### config.mk
export PLATFORM = sky130hd
export DESIGN_NAME = hmtv_fifo
export DESIGN_NICKNAME = d
export VERILOG_FILES = /design/src/rtl/core/hmtv_pkg.sv /design/src/rtl/core/hmtv_fifo.sv
export SDC_FILE = /design/constraint.sdc
export NUM_CORES = 1
export LEC_CHECK = 0
export ABC_AREA = 1
export ABC_CLOCK_PERIOD_IN_PS = 5220
export BUFFER_PORTS_ARGS = -buffer_cell sky130_fd_sc_hd__buf_2
export CORE_AREA = 2 2 105 107
export DETAILED_ROUTE_END_ITERATION = 10
export DIE_AREA = 0 0 107 109
export PLACE_DENSITY = 0.46
export SYNTH_ARGS = -nofsm -noshare
export SYNTH_HDL_FRONTEND = slang
export SYNTH_SLANG_ARGS = --single-unit
### constraint.sdc
create_clock -name clk -period 5.22 [get_ports clk]
set_clock_uncertainty 0.05 [all_clocks]
set_input_delay 0.261 -clock clk [delete_from_list [all_inputs] [get_ports clk]]
set_output_delay 0.261 -clock clk [all_outputs]
set_load 0.02 [all_outputs]
### src/rtl/core/hmtv_pkg.sv
// Package for the heightmap terrain vertex generator: widths, codes, shared types.
// No dependencies; every other file of the block uses it.
`default_nettype none

package hmtv_pkg;

  localparam int MAX_SIDE   = 256;
  localparam int SIDE_W     = 9;
  localparam int COORD_W    = 8;
  localparam int ADDR_W     = 16;
  localparam int HGT_W      = 8;
  localparam int CNT_W      = 17;
  localparam int IDX_W      = 2;
  localparam int CFG_DATA_W = 16;
  localparam int SPACING_W  = 16;
  localparam int POS_W      = 24;
  localparam int TEX_W      = 17;
  localparam int NRM_W      = 16;

  localparam int FIFO_DEPTH = 4;
  localparam int FIFO_PTR_W = 2;

  localparam int DIV_NUM_W  = 25;
  localparam int DIV_DEN_W  = 10;
  localparam int DIV_CNT_W  = 5;

  localparam int NXZ_W      = 13;
  localparam int NY_W       = 23;
  localparam int S10_W      = 20;
  localparam int Q_W        = 46;
  localparam int P_W        = 82;
  localparam int STEP_W     = 5;

  localparam logic OP_LOAD = 1'b0;
  localparam logic OP_EMIT = 1'b1;

  typedef enum logic [IDX_W-1:0] {
    REG_GRID_WIDTH = 2'd0,
    REG_GRID_DEPTH = 2'd1,
    REG_SPACING    = 2'd2
  } reg_idx_t;

  typedef struct packed {
    logic [SIDE_W-1:0]    w;
    logic [SIDE_W-1:0]    d;
    logic [SPACING_W-1:0] spacing;
  } cfg_t;

  typedef struct packed {
    logic              we;
    logic [ADDR_W-1:0] addr;
    logic [HGT_W-1:0]  data;
  } wr_t;

  typedef struct packed {
    logic [COORD_W-1:0] x;
    logic [COORD_W-1:0] z;
    logic               last;
  } job_t;

endpackage

`default_nettype wire

### src/rtl/core/hmtv_fifo.sv
// Four-entry job queue between the front and the back of the vertex generator.
// Depends on hmtv_pkg.
`default_nettype none

module hmtv_fifo (
  input  logic           clk,
  input  logic           rst,
  input  logic           push,
  input  hmtv_pkg::job_t push_data,
  output logic           full,
  input  logic           pop,
  output logic           empty,
  output hmtv_pkg::job_t head
);
  import hmtv_pkg::*;

  job_t                  slots [FIFO_DEPTH];
  logic [FIFO_PTR_W-1:0] wptr;
  logic [FIFO_PTR_W-1:0] rptr;
  logic [FIFO_PTR_W:0]   count;
  logic                  do_push;
  logic                  do_pop;

  assign full    = (count == (FIFO_PTR_W+1)'(FIFO_DEPTH));
  assign empty   = (count == '0);
  assign head    = slots[rptr];
  assign do_push = push && !full;
  assign do_pop  = pop && !empty;

  always_ff @(posedge clk) begin
    if (do_push) begin
      slots[wptr] <= push_data;
    end
  end

  always_ff @(posedge clk) begin
    if (rst) begin
      wptr  <= '0;
      rptr  <= '0;
      count <= '0;
    end else begin
      if (do_push) begin
        wptr <= wptr + 1'b1;
      end
      if (do_pop) begin
        rptr <= rptr + 1'b1;
      end
      count <= count + (FIFO_PTR_W+1)'(do_push) - (FIFO_PTR_W+1)'(do_pop);
    end
  end

`ifndef ASSERT_OFF
  a_count_bound: assert property (@(posedge clk) disable iff (rst)
    count <= (FIFO_PTR_W+1)'(FIFO_DEPTH)) else $error("queue count over depth");
  a_count_track: assert property (@(posedge clk) disable iff (rst)
    (do_push && !do_pop) |=> count == $past(count) + 1'b1) else $error("queue count slip");
`endif

endmodule

`default_nettype wire

==> metrics <==
synth top area cells=edfxtp_1, dfxtp_1, nor2_1, o22ai_1, o21ai_2; mapped cell area=3070 sq um; area share of the largest cell type after synthesis=between 60 and 70%; Net Count, Synth=roughly 260; Rows=38; Worst Path Buf+Inv=2; vias in the first global route=approximately 1.8k; worst vdd ir=about 0.18 mV; Port Buffers=39; GRT overflow=0; Die Span Y=109 um; vias=~1.8k; Fmax=436 MHz; Worst Setup Path Type=flop to primary output; antenna fix cells=0; Setup TNS=0 ps; Synth area leader=edfxtp_1; final-stage net count=slightly above 300; non-filler instance count after layout=420; I/O pin count=40; CTS sink cnt=77; final hold vios=0; required time of the critical path=a little under 5000 ps; CP Cell Sequence=inv_2 > o21ai_1 > o22ai_1 > buf_2; Seq cells post-synth=77; worst-margin pin slew=1050 ps; GRT Total Usage=between 10 and 15%; final setup vio count=0; # resized after CTS=0; setup bufs post-CTS=0; delay-heaviest family, CP=flip-flops; DIE AREA=11700 sq um; Hold WC Path Type=input port to flop; via-per-instance ratio=between 4 and 5; Pleak=between 1 and 1.5 nW; Core Region=roughly 11000 sq um; post-DP HPWL=between 3 and 4 mm; CP max FO=18; CP Depth=4; Reg2Reg Depth=4; pwr/cell area=483 nW/um^2; CTS tree=yes; DR pass1 iterations=4; RSZ-0062 raised after global routing=no; Synth Instances=233; Clk Tree Root Cell=clkbuf_8; DP Area=roughly 3400 sq um; post-layout min period=2300 ps; clk slew on worst S/H paths=roughly 80 ps; HP Start=rst; Worst setup endpoint=head[14]; CP max-delay cell=dfxtp_1; Pins Over Slew Limit=0; startpoint types=flop; max_cap viols=0; Cells after DPL=~400; number of H-tree levels=3; WL per Instance=roughly 14 um; Reg-to-Reg End=slots[0][5]$_DFFE_PP_; Filler cells=between 1k and 1.5k; CTS max path bufs=2; CTS Buf Count=9; initial drt markers=92; commonest non-fill, non-tap cells in the layout=edfxtp_1, nor2_1, buf_2; YS warnings=0; commonest non-fill, non-tap cell in the layout=edfxtp_1; Die Width=approximately 110 um; sequential-to-total area share from yosys stat=between 70% and 80%; Worst-Skew Late Latency=340 ps; layout cell share with drive strength beyond 1=between 20% and 30%; first-pass GRT wire length=9.32 mm; Final Util=roughly a third; slowest stage delay, CP=around 800 ps; Hold Crit Depth=2; Critical Path AT=1980 ps; Yosys cell types=18; DRC=0; outcome=completed; R2R setup slack=about 3200 ps; Slew headroom=between 30% and 40%; largest net degree at the start of global routing=36; routed wire length=5.88 mm; Antenna Nets Post-Route=0; Final Cell Area=between 3000 and 4000 sq um; R2R Path Start=count[1]$_SDFF_PP0_; initial antenna violation count=0; Final Cycle Share=approximately 44%; Initial Util=between 20% and 30%; Worst setup EP type=primary output; area grow syn2layout=16.2%; syn_area_per_cell=~13 sq um; GPL Wtd Cong=about 0.69; CTS Hold Buffers Added=0
[cells in the mapped netlist, drive strengths merged]
library cell	n
ha	6
buf	9
nand2	12
inv	20
o22ai	17
o21ai	34
dfxtp	9
edfxtp	68
nor2	48
fa	1
nand3	4
a21oi	5
[report_power, final]
| part | switching [mW] | total [mW] | internal [mW] |
|---|---|---|---|
| Sequential | 0.0308 | 0.785 | 0.754 |
| Clock | 0.225 | 0.448 | 0.223 |
| Combinational | 0.341 | 0.489 | 0.148 |
[area by class of cell]
cell class | count | area (sq um) | area share (%)
sequential | 77 | 2220 | 62.3
multi-input combinational | 127 | 689 | 19.3
timing repair buffer | 40 | 203 | 5.69
tap | 140 | 175 | 4.91
clock buffer | 9 | 124 | 3.47
inverter | 20 | 77.6 | 2.18
clock inverter | 7 | 73.8 | 2.07
[flip-flops by register name (all words and copies together) (netlist names), named ones only]
name,cells
rptr,2
slots,68
wptr,2
count,3
[metrics by stage]
stage	hold slack, ps	power [mW]	setup slack (ps)
after global placement	402	1.29	3190
after detailed placement	404	1.30	3160
after floorplan	282	1.16	3280
after CTS	27.2	1.75	2810
final	39.6	1.72	2920
after global routing	19.6	1.84	2700
[kinds of logic after synthesis]
family,share of synthesized area [%]
AO/OA/AOI/OAI,11.1
adder cells (fa/ha/maj),3.10
buffers and inverters,5.38
flip-flops,72.5
AND/OR/NAND/NOR,8.00
[how the worst min path moves through the flow]
| stage | endpoint | slack [ps] |
|---|---|---|
| after floorplan | count[0]$_SDFF_PP0_ | 280 |
| after global placement | count[0]$_SDFF_PP0_ | 400 |
| after detailed placement | count[0]$_SDFF_PP0_ | 400 |
| after CTS | count[0]$_SDFF_PP0_ | 30 |
| after global routing | count[0]$_SDFF_PP0_ | 20 |
| final | count[0]$_SDFF_PP0_ | 40 |
[metal layers]
layer  part of all wire (%)  GRT usage [%]  vias to the layer above
met5                      0              0                        -
met2                     49           18.2                       35
met4                    1.9           6.40                        0
met1                     45           13.2                      856
met3                    3.9           2.75                        9
li1                       -              -                      909
No activity file was read; power rests on OpenSTA's default activity.
