==> config.mk <==
export PLATFORM = sky130hd
export DESIGN_NAME = hmtv_front_flat
export DESIGN_NICKNAME = d
export VERILOG_FILES = /design/src/rtl/core/hmtv_pkg.sv /design/src/rtl/core/hmtv_if.sv /design/src/rtl/core/hmtv_front.sv /design/src/flat_wrapper.sv
export SDC_FILE = /design/constraint.sdc
export NUM_CORES = 1
export LEC_CHECK = 0
export BUFFER_PORTS_ARGS = -buffer_cell sky130_fd_sc_hd__clkbuf_2
export CAP_MARGIN = 20
export CELL_PAD_IN_SITES_DETAIL_PLACEMENT = 1
export CELL_PAD_IN_SITES_GLOBAL_PLACEMENT = 2
export CORE_MARGIN = 4
export CORE_UTILIZATION = 31
export DETAILED_ROUTE_END_ITERATION = 10
export PLACE_DENSITY_LB_ADDON = 0.15
export SYNTH_ARGS = -nofsm -noshare
export SYNTH_HDL_FRONTEND = slang
export SYNTH_SLANG_ARGS = --single-unit
==> constraint.sdc <==
create_clock -name clk -period 6.7 [get_ports clk]
set_clock_uncertainty 0.2 [all_clocks]
set_input_delay 0.67 -clock clk [delete_from_list [all_inputs] [get_ports clk]]
set_output_delay 0.67 -clock clk [all_outputs]
set_load 0.005 [all_outputs]
==> src/rtl/core/hmtv_pkg.sv <==
// Package for the heightmap terrain vertex generator: widths, codes, shared types.
// No dependencies; every other file of the block uses it.
`default_nettype none

package hmtv_pkg;

  localparam int MAX_SIDE   = 256;
  localparam int SIDE_W     = 9;
  localparam int COORD_W    = 8;
  localparam int ADDR_W     = 16;
  localparam int HGT_W      = 8;
  localparam int CNT_W      = 17;
  localparam int IDX_W      = 2;
  localparam int CFG_DATA_W = 16;
  localparam int SPACING_W  = 16;
  localparam int POS_W      = 24;
  localparam int TEX_W      = 17;
  localparam int NRM_W      = 16;

  localparam int FIFO_DEPTH = 4;
  localparam int FIFO_PTR_W = 2;

  localparam int DIV_NUM_W  = 25;
  localparam int DIV_DEN_W  = 10;
  localparam int DIV_CNT_W  = 5;

  localparam int NXZ_W      = 13;
  localparam int NY_W       = 23;
  localparam int S10_W      = 20;
  localparam int Q_W        = 46;
  localparam int P_W        = 82;
  localparam int STEP_W     = 5;

  localparam logic OP_LOAD = 1'b0;
  localparam logic OP_EMIT = 1'b1;

  typedef enum logic [IDX_W-1:0] {
    REG_GRID_WIDTH = 2'd0,
    REG_GRID_DEPTH = 2'd1,
    REG_SPACING    = 2'd2
  } reg_idx_t;

  typedef struct packed {
    logic [SIDE_W-1:0]    w;
    logic [SIDE_W-1:0]    d;
    logic [SPACING_W-1:0] spacing;
  } cfg_t;

  typedef struct packed {
    logic              we;
    logic [ADDR_W-1:0] addr;
    logic [HGT_W-1:0]  data;
  } wr_t;

  typedef struct packed {
    logic [COORD_W-1:0] x;
    logic [COORD_W-1:0] z;
    logic               last;
  } job_t;

endpackage

`default_nettype wire

==> src/rtl/core/hmtv_if.sv <==
// Channel interfaces: input items, vertex results and configuration writes.
// Depends on hmtv_pkg.
`default_nettype none

interface hmtv_in_if;
  logic                       valid;
  logic                       ready;
  logic                       op;
  logic [hmtv_pkg::HGT_W-1:0] height_sample;
  modport source (output valid, op, height_sample, input ready);
  modport sink (input valid, op, height_sample, output ready);
endinterface


`default_nettype wire

==> src/rtl/core/hmtv_front.sv <==
// Front end: takes input items, stores height samples, queues vertex jobs.
// Depends on hmtv_pkg and hmtv_if.
`default_nettype none

module hmtv_front (
  input  logic           clk,
  input  logic           rst,
  hmtv_in_if.sink        item,
  input  hmtv_pkg::cfg_t cfg,
  input  logic           clr,
  output hmtv_pkg::wr_t  wr,
  output logic           push,
  output hmtv_pkg::job_t push_data,
  input  logic           full
);
  import hmtv_pkg::*;

  logic [2*SIDE_W-1:0]  total_p;
  logic [CNT_W-1:0]     total;
  logic [CNT_W-1:0]     load_count;
  logic [COORD_W-1:0]   x;
  logic [COORD_W-1:0]   z;
  logic                 done;
  logic                 acc;
  logic                 x_end;
  logic                 z_end;

  assign total_p = cfg.w * cfg.d;
  assign total   = total_p[CNT_W-1:0];
  assign item.ready = !full;
  assign acc   = item.valid && item.ready;
  assign x_end = ({1'b0, x} == cfg.w - 1'b1);
  assign z_end = ({1'b0, z} == cfg.d - 1'b1);

  assign wr.we   = acc && (item.op == OP_LOAD) && (load_count < total);
  assign wr.addr = load_count[ADDR_W-1:0];
  assign wr.data = item.height_sample;

  assign push           = acc && (item.op == OP_EMIT) && !done;
  assign push_data.x    = x;
  assign push_data.z    = z;
  assign push_data.last = x_end && z_end;

  always_ff @(posedge clk) begin
    if (rst || clr) begin
      load_count <= '0;
      x          <= '0;
      z          <= '0;
      done       <= 1'b0;
    end else begin
      if (wr.we) begin
        load_count <= load_count + 1'b1;
      end
      if (push) begin
        if (x_end && z_end) begin
          done <= 1'b1;
        end else if (x_end) begin
          x <= '0;
          z <= z + 1'b1;
        end else begin
          x <= x + 1'b1;
        end
      end
    end
  end

endmodule

`default_nettype wire

==> src/flat_wrapper.sv <==
// flat-port wrapper written by rule: the top's interface ports become plain ports
module hmtv_front_flat import hmtv_pkg::*;
  (clk, rst, cfg, clr, wr, push, push_data, full, item_valid, item_op, item_height_sample, item_ready);
  hmtv_in_if item_i ();
  input  logic clk;
  input  logic rst;
  input  hmtv_pkg::cfg_t cfg;
  input  logic clr;
  output hmtv_pkg::wr_t wr;
  output logic push;
  output hmtv_pkg::job_t push_data;
  input  logic full;
  input wire logic [$bits(item_i.valid)-1:0] item_valid;
  input wire logic [$bits(item_i.op)-1:0] item_op;
  input wire logic [$bits(item_i.height_sample)-1:0] item_height_sample;
  output wire logic [$bits(item_i.ready)-1:0] item_ready;
  assign item_i.valid = item_valid;
  assign item_i.op = item_op;
  assign item_i.height_sample = item_height_sample;
  assign item_ready = item_i.ready;
  hmtv_front u_core (.clk(clk), .rst(rst), .item(item_i), .cfg(cfg), .clr(clr), .wr(wr), .push(push), .push_data(push_data), .full(full));
endmodule
==> metrics.md, run 1 <==
| Metric | Value |
|---|---|
| Status | `finished, final reports clean` |
| Port Buffers | `59` |
| Total global-route track usage | `17.1%` |
| Synth-to-Final Area Change | `16.0%` |
| VDD IR max | `174 uV` |
| Synth top area cells | `fa_1, ha_1, dfxtp_1, inv_1, and2_1` |
| Predominant post-synthesis flop cell | `dfxtp_1` |
| CTS tree | `yes` |
| Initial antenna violation count | `0` |
| Synth Instances | `675` |
| Maxcap violations | `0` |
| Total Wirelength | `17200 um` |
| Critical path arrival | `5.56 ns` |
| CTS max path bufs | `2` |
| Final Cycle Share | `96.0%` |
| Synth Area in Adders | `30.5%` |
| Via Count | `4873` |
| CP Capture Type | `output port` |
| Number of synthesized register bits | `34` |
| Vias in the first global route | `5305` |
| Via/cell ratio | `5.10` |
| Total clock buffers created by CTS | `5` |
| Tmin final | `6.43 ns` |
| Fin worst setup slack | `0.270 ns` |
| Die width | `142 um` |
| Routed Antenna Nets | `0` |
| Synthesis warning total | `0` |
| # setup viols final | `0` |
| Worst-Margin Slew | `0.986 ns` |
| First-pass iteration count of the detailed router | `6` |
| R2R Setup Slk | `3.84 ns` |
| Die ar. | `20100 um2` |
| Clock latency on the worst-skew pair | `0.28 ns` |
| GP Congestion | `0.761` |
| First-pass GRT wire length | `27800 um` |
| CTS clk-pin slew, worst paths | `0.06 ns` |
| Simple-gate area share of the yosys netlist | `22.5%` |
| LEAKAGE | `2.94 nW` |
| Max Clk Rate | `156 MHz` |
| DR iter-0 viols | `177` |
| IO Pins | `92` |
| Mapped Nets | `829` |
| Final slew viol count | `0` |
| DRC | `0` |
| Placed cells | `945` |
| WP data required | `5.83 ns` |
| Mux share of post-synthesis cell area | `1.80%` |
| Final Non-Filler Cells | `956` |
| Htree depth | `2` |
| Pwr dens | `238 nW/um2` |
| Critical Path Start Type | `primary input` |
| Synth cell types | `69` |
| Post-synth EDFFs | `0` |
| Root Driver | `clkbuf_16` |
| Die H | `142 um` |
| Synthesized area per cell | `8.24 um2` |
| Routed WL per cell | `18.0 um` |
| Dpl ws | `-0.389 ns` |
| Largest net degree at the start of global routing | `29` |
| # diodes | `0` |
| Total grt overflow | `0` |
| XOR/XNOR share of the synthesized area | `6.12%` |
| Share of layout cells above drive strength 1 | `23.1%` |
| Headroom to the max-slew limit | `34.2%` |
| Tightest Hold Check Type | `reg2reg` |
| Area share of the largest cell type after synthesis | `17.6%` |
| Seq/Total Area, Yosys | `12.2%` |
| Cell area after synthesis | `5560 um2` |
| Final hold vios | `0` |
| Ys async rst share | `0%` |
| CORE AREA | `17400 um2` |
| Initial Utilization | `31.9%` |
| Fill count | `2127` |
| Largest family of logic cells by synthesized area | `adder cells` |
| Row count | `48` |
| Worst Path Max Fanout | `7` |
| Crit path kind | `in2out` |
| Sink Count | `34` |
| Fin nets | `884` |
| Synth Area in Compound Gates | `13.4%` |
| Final HPWL DP | `13700 um` |
| Cell taking the most area after synthesis | `fa_1` |
-- what timing repair did --
item,4_1_cts,5_1_grt
hold endpoints to repair,0,0
buffers inserted,0,3
pin swaps,4,24
setup endpoints to repair,8,8
gates resized for setup,8,57
hold buffers,0,0
-- critical path, stage by stage --
cell and delay [ns]:
buf_2 0.18, nand2_1 0.11, fa_1 0.56, inv_1 0.07, fa_1 0.45, ha_1 0.28, inv_1 0.05, fa_1 0.52
inv_1 0.04, ha_1 0.33, nor2b_1 0.15, o21a_1 0.20, o21ai_2 0.16, buf_4 0.13, nand2b_1 0.06, a21oi_2 0.15
xnor2_1 0.16, ha_1 0.29, a21o_1 0.16, a21o_1 0.18, a21oi_2 0.15, o2111a_1 0.25, nand2_2 0.08, inv_1 0.06
clkbuf_2 0.10
-- Yosys cell counts (17+ instances only) --
| cell | number |
|---|---|
| a21oi_1 | 35 |
| and2_1 | 43 |
| buf_4 | 27 |
| dfxtp_1 | 34 |
| fa_1 | 49 |
| ha_1 | 57 |
| inv_1 | 96 |
| nand2_1 | 51 |
| nand3_1 | 19 |
| nor2_1 | 33 |
| xnor2_1 | 20 |
| xor2_1 | 17 |
-- through the flow --
stage	area (um2)	total power, mW	setup TNS [ns]	hold slack (ns)	utilization [%]
after CTS	6260	1.46	0	0.305	35.9
after global routing	6450	1.71	-0.00184	0.336	37.0
after floorplan	5560	0.855	0	0.237	-
after detailed placement	6080	1.20	-2.93	0.288	34.9
final	6450	1.54	0	0.304	37.0
after global placement	6080	1.17	-3.34	0.252	34.9
-- sequential cells by signal, summed over array words and instances (netlist names) --
name	count
u_core.load_count	17
u_core.z	8
u_core.done	1
u_core.x	8
-- kinds of logic (layout without fill, tap and decap cells) --
family,Yosys count,in the layout
compound gates,107,107
xor+xnor,38,38
fa+ha+maj,106,106
buf+inv,155,211
flops,34,34
mux,10,10
simple gates,225,225
-- placed cells by master (no fill, tap or decap), types with 7 or more instances in the layout --
cell type	n
o21ai_0	8
nor2_1	30
a21oi_1	29
xor2_1	17
clkbuf_2	46
inv_1	95
ha_1	51
nand2_1	48
or4_1	10
o211ai_1	10
clkbuf_4	9
mux2i_1	10
and2_1	40
o31ai_1	10
nor2b_1	7
dfxtp_1	34
xnor2_1	20
nand3_1	19
nand4_1	16
nor3_1	7
fa_1	46
buf_4	43
-- path summary, 6_finish.rpt --
check,from,endpoint,depth (start not counted)
setup reg to reg,u_core.z[3],u_core.z[7],7
hold reg to reg,u_core.done,u_core.done,2
setup / recovery,cfg[29],wr[24],25
hold / removal,u_core.done,u_core.done,2
-- area by class of cell --
| cell class | instances | area [um2] | share of cell area, % |
|---|---|---|---|
| clock buffer | 6 | 139 | 2.15 |
| clock inverter | 2 | 12.5 | 0.194 |
| inverter | 97 | 364 | 5.65 |
| multi-input combinational | 486 | 4270 | 66.3 |
| sequential | 34 | 681 | 10.6 |
| tap | 225 | 282 | 4.37 |
| timing repair buffer | 106 | 698 | 10.8 |
-- routing by layer --
metal	share of wire (%)	track usage [%]
met4	0.96	3.28
met3	1.7	1.31
met1	48	24.1
met2	49	29.1
met5	0	0
-- where the power goes --
group          internal (mW)  leakage, nW  switching [mW]
logic                  0.499         2.59           0.590
clock network          0.147       0.0729          0.0958
registers              0.202        0.274        0.000815
total                  0.849         2.94           0.687
No activity file was read; power rests on OpenSTA's default activity.
==> run 2, diff against run 1 <==
--- a/config.mk
+++ b/config.mk
@@ -6,13 +6,12 @@
 export NUM_CORES = 1
 export LEC_CHECK = 0
 export BUFFER_PORTS_ARGS = -buffer_cell sky130_fd_sc_hd__clkbuf_2
-export CAP_MARGIN = 20
 export CELL_PAD_IN_SITES_DETAIL_PLACEMENT = 1
 export CELL_PAD_IN_SITES_GLOBAL_PLACEMENT = 2
 export CORE_MARGIN = 4
 export CORE_UTILIZATION = 31
 export DETAILED_ROUTE_END_ITERATION = 10
-export PLACE_DENSITY_LB_ADDON = 0.15
+export PLACE_DENSITY = 0.8
 export SYNTH_ARGS = -nofsm -noshare
 export SYNTH_HDL_FRONTEND = slang
 export SYNTH_SLANG_ARGS = --single-unit
==> metrics.md, run 2 (synthesized netlist as in run 1, its figures left out) <==
| Metric | Value |
|---|---|
| Status | `finished, final reports clean` |
| Synth-to-Final Area Change | `15.9% (about the same)` |
| Sink Count | `34 (unchanged)` |
| Total grt overflow | `0 (unchanged)` |
| LEAKAGE | `2.98 nW (+1.6%)` |
| CP most frequent cell | `fa_1` |
| Final HPWL DP | `13600 um (-1.3%)` |
| Max incr delay on CP | `0.54 ns (-0.02 ns)` |
| CTS max path bufs | `2 (unchanged)` |
| Fin nets | `896 (+1.4%)` |
| DRC | `0 (unchanged)` |
| Tightest Hold Check Type | `reg2reg` |
| Htree depth | `2 (unchanged)` |
| Cell Chain, Critical Path | `clkbuf_2 -> and2_1 -> fa_1 -> fa_1 -> fa_1 -> inv_1 -> fa_1 -> inv_1 -> ha_2 -> nor2_2 -> nor2_1 -> o41ai_2 -> buf_4 -> o211ai_1 -> o311ai_2 -> xor2_1 -> ha_1 -> nand4_1 -> buf_4 -> o2111a_2 -> nand2_4 -> inv_1 -> clkbuf_2` |
| Commonest cells after routing, fill and taps aside | `inv_1, buf_4, ha_1, nand2_1, clkbuf_2` |
| Final hold vios | `0 (unchanged)` |
| Pwr dens | `237 nW/um2 (-0.55%)` |
| Max Clk Rate | `154 MHz (-0.90%)` |
| Critical path arrival | `5.62 ns (+0.06 ns)` |
| CP Capture Type | `output port` |
| Slowest CP cell | `fa_1` |
| CTS tree | `yes` |
| # setup viols final | `0 (unchanged)` |
| Tmin final | `6.49 ns (+0.0584 ns)` |
| Total clock buffers created by CTS | `5 (unchanged)` |
| Biggest regs | `u_core.load_count (17), u_core.x (8), u_core.z (8)` |
| Finished Core Util | `37.0% (about the same)` |
| Vias in the first global route | `5557 (+4.8%)` |
| Via Count | `4926 (+1.1%)` |
| Row count | `48 (unchanged)` |
| Die H | `142 um (unchanged)` |
| Delay-heaviest family, CP | `adder cells` |
| CORE AREA | `17400 um2 (unchanged)` |
| Routed WL per cell | `17.2 um (-4.3%)` |
| GP Congestion | `0.816 (+7.3%)` |
| Final Non-Filler Cells | `967 (+1.2%)` |
| Initial Utilization | `31.9% (unchanged)` |
| # diodes | `0 (unchanged)` |
| Total negative slack | `0 ns (unchanged)` |
| VDD IR max | `111 uV (-36%)` |
| Total Wirelength | `16600 um (-3.2%)` |
| Largest net degree at the start of global routing | `29 (unchanged)` |
| First-pass iteration count of the detailed router | `4 (-2)` |
| Maxcap violations | `0 (unchanged)` |
| First-pass GRT wire length | `27700 um (-0.10%)` |
| Largest register FFs | `17 (unchanged)` |
| Total global-route track usage | `16.9% (-0.28 points)` |
| Commonest non-fill, non-tap cell in the layout | `inv_1` |
| Final slew viol count | `0 (unchanged)` |
| Crit path kind | `in2out` |
| Placed cells | `957 (+1.3%)` |
| Root Driver | `clkbuf_16` |
| WP data required | `5.83 ns (about the same)` |
| Port Buffers | `59 (unchanged)` |
| Headroom to the max-slew limit | `13.6% (-21 points)` |
| Most flop-heavy register | `u_core.load_count` |
| Die width | `142 um (unchanged)` |
| CTS clk-pin slew, worst paths | `0.06 ns (about the same)` |
| Critical Path Start Type | `primary input` |
| Worst-Margin Slew | `1.29 ns (+0.305 ns)` |
| Routed Antenna Nets | `0 (unchanged)` |
| Via/cell ratio | `5.09 (about the same)` |
| Die ar. | `20100 um2 (unchanged)` |
| Initial antenna violation count | `0 (unchanged)` |
| Clock latency on the worst-skew pair | `0.29 ns (about the same)` |
| Worst Path Max Fanout | `8 (+1)` |
| IO Pins | `92 (unchanged)` |
| DR iter-0 viols | `162 (-8.5%)` |
| CP Buf/Inv Count | `7 (unchanged)` |
| Share of layout cells above drive strength 1 | `22.4% (-0.75 points)` |
| Final Cycle Share | `96.8% (+0.87 points)` |
==> run 2: changes by cell type in the layout (fill, tap and decap cells not counted), moves of 2 or more <==
cell,before,now
buf_2,2,5
a21oi_1,29,33
clkbuf_4,9,3
a21oi_2,6,2
buf_6,6,0
ha_1,51,54
clkbuf_2,46,50
buf_4,43,60
ha_4,3,1
nand2_1,48,50
nand2_2,4,1
and2_1,40,42
and2_4,3,1
==> run 2: power breakdown <==
| part | internal, mW | switching [mW] | leakage [nW] |
|---|---|---|---|
| clock | 0.184 | 0.0955 | 0.0829 |
| combinational | 0.493 | 0.552 | 2.63 |
| sequential | 0.202 | 0.000722 | 0.274 |
| total | 0.879 | 0.648 | 2.98 |
==> run 2: final timing paths <==
| check | endpoint | depth (start not counted) | slack [ns] | start |
|---|---|---|---|---|
| hold / removal | u_core.done | 2 | 0.27 | u_core.done |
| hold reg to reg | u_core.done | 2 | 0.27 | u_core.done |
| setup / recovery | wr[24] | 23 | 0.21 | cfg[19] |
| setup reg to reg | u_core.x[6] | 7 | 3.87 | u_core.z[3] |
==> run 2: timing repair <==
action,CTS,global route
buffers inserted,1,2
gates resized for setup,4,32
pin swaps,1,15
hold buffers,0,0
endpoints found under the setup margin,1,9
==> run 2: worst reg2reg max path, delay by kind of cell (launching register included) <==
kind	cells	cell delay, ns
muxes	1	0.20
AOI/OAI and AO/OA	3	1.27
DFF	1	0.49
and+or+nand+nor	1	0.29
xor gates and xnor gates	2	0.31
==> run 2: layer usage <==
metal | global-route usage [%] | vias to the layer above | routed length [um]
li1 | - | 2382 | -
met4 | 3.69 | 0 | 226
met2 | 31.1 | 70 | 8610
met3 | 1.79 | 18 | 387
met1 | 21.1 | 2456 | 7390
met5 | 0 | - | 0
==> run 2: layout make-up <==
type	count	area (um2)
inverter	97	364
sequential	34	681
clock inverter	1	30.0
timing repair buffer	118	748
clock buffer	6	139
multi-input combinational	486	4200
fill	2138	11000
tap	225	282
==> run 2: through the flow <==
| stage | hold WS [ns] | total power [mW] | worst slack (ns) | cell area [um2] |
|---|---|---|---|---|
| after global routing | 0.308 | 1.69 | -0.0526 | 6450 |
| final | 0.275 | 1.53 | 0.212 | 6450 |
| after CTS | 0.279 | 1.48 | 0.0174 | 6360 |
| after global placement | 0.250 | 1.14 | -0.125 | 6170 |
| after floorplan | 0.237 | 0.855 | 0.0782 | 5560 |
| after detailed placement | 0.262 | 1.18 | -0.259 | 6170 |
==> run 3, diff against run 2 <==
--- a/config.mk
+++ b/config.mk
@@ -6,10 +6,10 @@
 export NUM_CORES = 1
 export LEC_CHECK = 0
 export BUFFER_PORTS_ARGS = -buffer_cell sky130_fd_sc_hd__clkbuf_2
-export CELL_PAD_IN_SITES_DETAIL_PLACEMENT = 1
-export CELL_PAD_IN_SITES_GLOBAL_PLACEMENT = 2
+export CELL_PAD_IN_SITES_DETAIL_PLACEMENT = 0
+export CELL_PAD_IN_SITES_GLOBAL_PLACEMENT = 1
 export CORE_MARGIN = 4
-export CORE_UTILIZATION = 31
+export CORE_UTILIZATION = 39
 export DETAILED_ROUTE_END_ITERATION = 10
 export PLACE_DENSITY = 0.8
 export SYNTH_ARGS = -nofsm -noshare
==> metrics.md, run 3 (synthesized netlist as in run 1, its figures left out) <==
| Metric | Value |
|---|---|
| Status | `finished, final reports clean` |
| # diodes | `0 (unchanged)` |
| Root Driver | `clkbuf_16` |
| R2R Setup Slk | `3.90 ns (+0.03 ns)` |
| Critical Path Start Type | `primary input` |
| Final Cycle Share | `96.0% (-0.86 points)` |
| Maxcap violations | `0 (unchanged)` |
| Final hold vios | `0 (unchanged)` |
| Max Clk Rate | `156 MHz (+0.90%)` |
| Port Buffers | `59 (unchanged)` |
| Final slew viol count | `0 (unchanged)` |
| CTS clk-pin slew, worst paths | `0.05 ns (about the same)` |
| Initial Utilization | `39.9% (+8.0 points)` |
| Commonest cells after routing, fill and taps aside | `inv_1, ha_1, clkbuf_2, nand2_1, fa_1` |
| Die ar. | `16200 um2 (-19%)` |
| Uppermost layer routed | `met4` |
| CP Buf/Inv Count | `6 (-1)` |
| Switching share of power | `42.1% (-0.33 points)` |
| M1 WL | `6450 um (-13%)` |
| VDD IR max | `120 uV (+9.0%)` |
| Headroom to the max-slew limit | `18.6% (+5.1 points)` |
| Critical path arrival | `5.56 ns (-0.06 ns)` |
| Via Count | `4857 (-1.4%)` |
| Number of setup buffers added after CTS | `0 (-1)` |
| CTS tree | `yes` |
| CORE AREA | `13900 um2 (-20%)` |
| Initial antenna violation count | `0 (unchanged)` |
| Htree depth | `2 (unchanged)` |
| Slowest CP cell | `fa_1` |
| Total negative slack | `0 ns (unchanged)` |
| Die H | `127 um (-10%)` |
| Share of layout cells above drive strength 1 | `18.5% (-3.9 points)` |
| Sink Count | `34 (unchanged)` |
| Worst r2r dst | `u_core.z[3]` |
| Total Wirelength | `14200 um (-15%)` |
| Tightest Hold Check Type | `reg2reg` |
| Total clock buffers created by CTS | `5 (unchanged)` |
| # setup viols final | `0 (unchanged)` |
| Met2 wire len | `6770 um (-21%)` |
| Worst hold path cell count | `2 (unchanged)` |
| Delay-heaviest family, CP | `adder cells` |
| CTS max path bufs | `2 (unchanged)` |
| DR iter-0 viols | `322 (+99%)` |
| Vias in the first global route | `5098 (-8.3%)` |
| Clock latency on the worst-skew pair | `0.28 ns (about the same)` |
| Routed Antenna Nets | `0 (unchanged)` |
| IO Pins | `92 (unchanged)` |
| Hold_sp | `u_core.done` |
| GP Congestion | `0.875 (+7.2%)` |
| Worst-Margin Slew | `1.22 ns (-0.0759 ns)` |
| Biggest regs | `u_core.load_count (17), u_core.x (8), u_core.z (8)` |
| Die width | `127 um (-10%)` |
| Total grt overflow | `0 (unchanged)` |
| Tmin final | `6.43 ns (-0.0578 ns)` |
| Worst r2r path cells | `7 (unchanged)` |
| Commonest non-fill, non-tap cell in the layout | `inv_1` |
| Routed length on met3 | `787 um (+100%)` |
| Routed WL per cell | `15.8 um (-8.1%)` |
| Crit path kind | `in2out` |
| Final HPWL DP | `11800 um (-13%)` |
| Largest register FFs | `17 (unchanged)` |
| Cell Chain, Critical Path | `clkbuf_4 -> buf_4 -> and2_1 -> fa_1 -> fa_1 -> fa_1 -> inv_1 -> fa_1 -> inv_1 -> ha_1 -> nor3_1 -> a21oi_2 -> a41o_1 -> nor2_1 -> xor2_1 -> ha_1 -> a21oi_1 -> nor2b_1 -> o21ai_1 -> o2111a_1 -> nand2_2 -> inv_1 -> clkbuf_2` |
| Clock power frac | `19.7% (+1.4 points)` |
| Row count | `43 (-10%)` |
| First-pass iteration count of the detailed router | `4 (unchanged)` |
| Fin nets | `873 (-2.6%)` |
| CP Capture Type | `output port` |
| Pwr dens | `225 nW/um2 (-4.9%)` |
| WP data required | `5.83 ns (about the same)` |
| First-pass GRT wire length | `24200 um (-13%)` |
| Most flop-heavy register | `u_core.load_count` |
| CP most frequent cell | `fa_1` |
| Comb pwr share | `65.7% (-2.7 points)` |
| Max incr delay on CP | `0.54 ns (about the same)` |
| Worst Path Max Fanout | `8 (unchanged)` |
| Psw | `0.586 mW (-9.5%)` |
| DRC | `0 (unchanged)` |
| Synth-to-Final Area Change | `11.1%` |
| Power share of the sequential group | `14.6% (+1.3 points)` |
| Total global-route track usage | `17.9% (+1.0 points)` |
| Worst hold margin | `0.283 ns (+0.00868 ns)` |
| Int Pwr | `0.806 mW (-8.3%)` |
| LEAKAGE | `2.88 nW (-3.6%)` |
| Worst Hold Endpoint | `u_core.done` |
| Via/cell ratio | `5.40 (+6.1%)` |
| Largest net degree at the start of global routing | `29 (unchanged)` |
| Reg-to-reg startpoint | `u_core.z[6]` |
==> run 3: changes by cell type in the layout (fill, tap and decap cells not counted), moves of 2 or more <==
| cell | previous run | this run |
|---|---|---|
| buf_4 | 60 | 36 |
| fa_2 | 2 | 0 |
| fa_1 | 47 | 49 |
| ha_2 | 2 | 0 |
| buf_2 | 5 | 3 |
| clkbuf_2 | 50 | 52 |
| ha_1 | 54 | 56 |
==> run 3: final cells by class <==
| class | count | area (um2) |
|---|---|---|
| repair buffers | 95 | 576 |
| clock inverters | 1 | 30.0 |
| multi-input cells | 486 | 4170 |
| well taps | 180 | 225 |
| flip-flops and latches | 34 | 681 |
| clock buffers | 6 | 139 |
| inverters | 97 | 364 |
| fillers | 1375 | 7750 |
==> run 3: power by group through the flow <==
stage	clock network (mW)	logic [mW]	registers, mW
floorplan	0	0.647	0.207
global placement	0	0.852	0.208
detailed placement	0	0.871	0.208
CTS	0.277	0.881	0.203
global route	0.287	1.05	0.203
finish	0.274	0.915	0.203
==> run 3: through the flow <==
stage               instance area, um2  setup slack (ns)  util [%]  total power [mW]  instances
floorplan                         5560            0.0782         -             0.855        675
global placement                  5960             0.117      42.8              1.06        892
detailed placement                5960           0.00809      42.8              1.08        892
CTS                               6130            0.0440      44.0              1.36        899
global route                      6180          -0.00975      44.3              1.54        899
finish                            6180             0.270      44.3              1.39        899
==> run 3: worst max path at each step <==
stage	from	to	slack, ns	cells after the start
after global placement	cfg[27]	u_core.load_count[10]	0.12	24
after CTS	cfg[27]	wr[24]	0.04	22
after global routing	cfg[20]	wr[24]	-0.01	23
after floorplan	cfg[23]	wr[24]	0.08	24
after detailed placement	cfg[27]	u_core.load_count[9]	0.008	24
final	cfg[28]	wr[24]	0.27	23
==> run 3: what timing repair did <==
action / CTS / global route
setup endpoints to repair: 0 / 8
hold buffers: 0 / 0
endpoints found under the hold margin: 0 / 0
resized for setup: 0 / 22
==> run 3: tightest hold or removal path: stages (launching register included) <==
cell	delay (ns)
dfxtp_1	0.33
a31oi_1	0.04
nor2_1	0.08
==> run 3: per-layer routing <==
layer,up-vias,GRT usage [%]
met2,105,29.8
met1,2410,24.4
met4,0,4.29
li1,2326,-
met5,-,0
met3,16,2.72
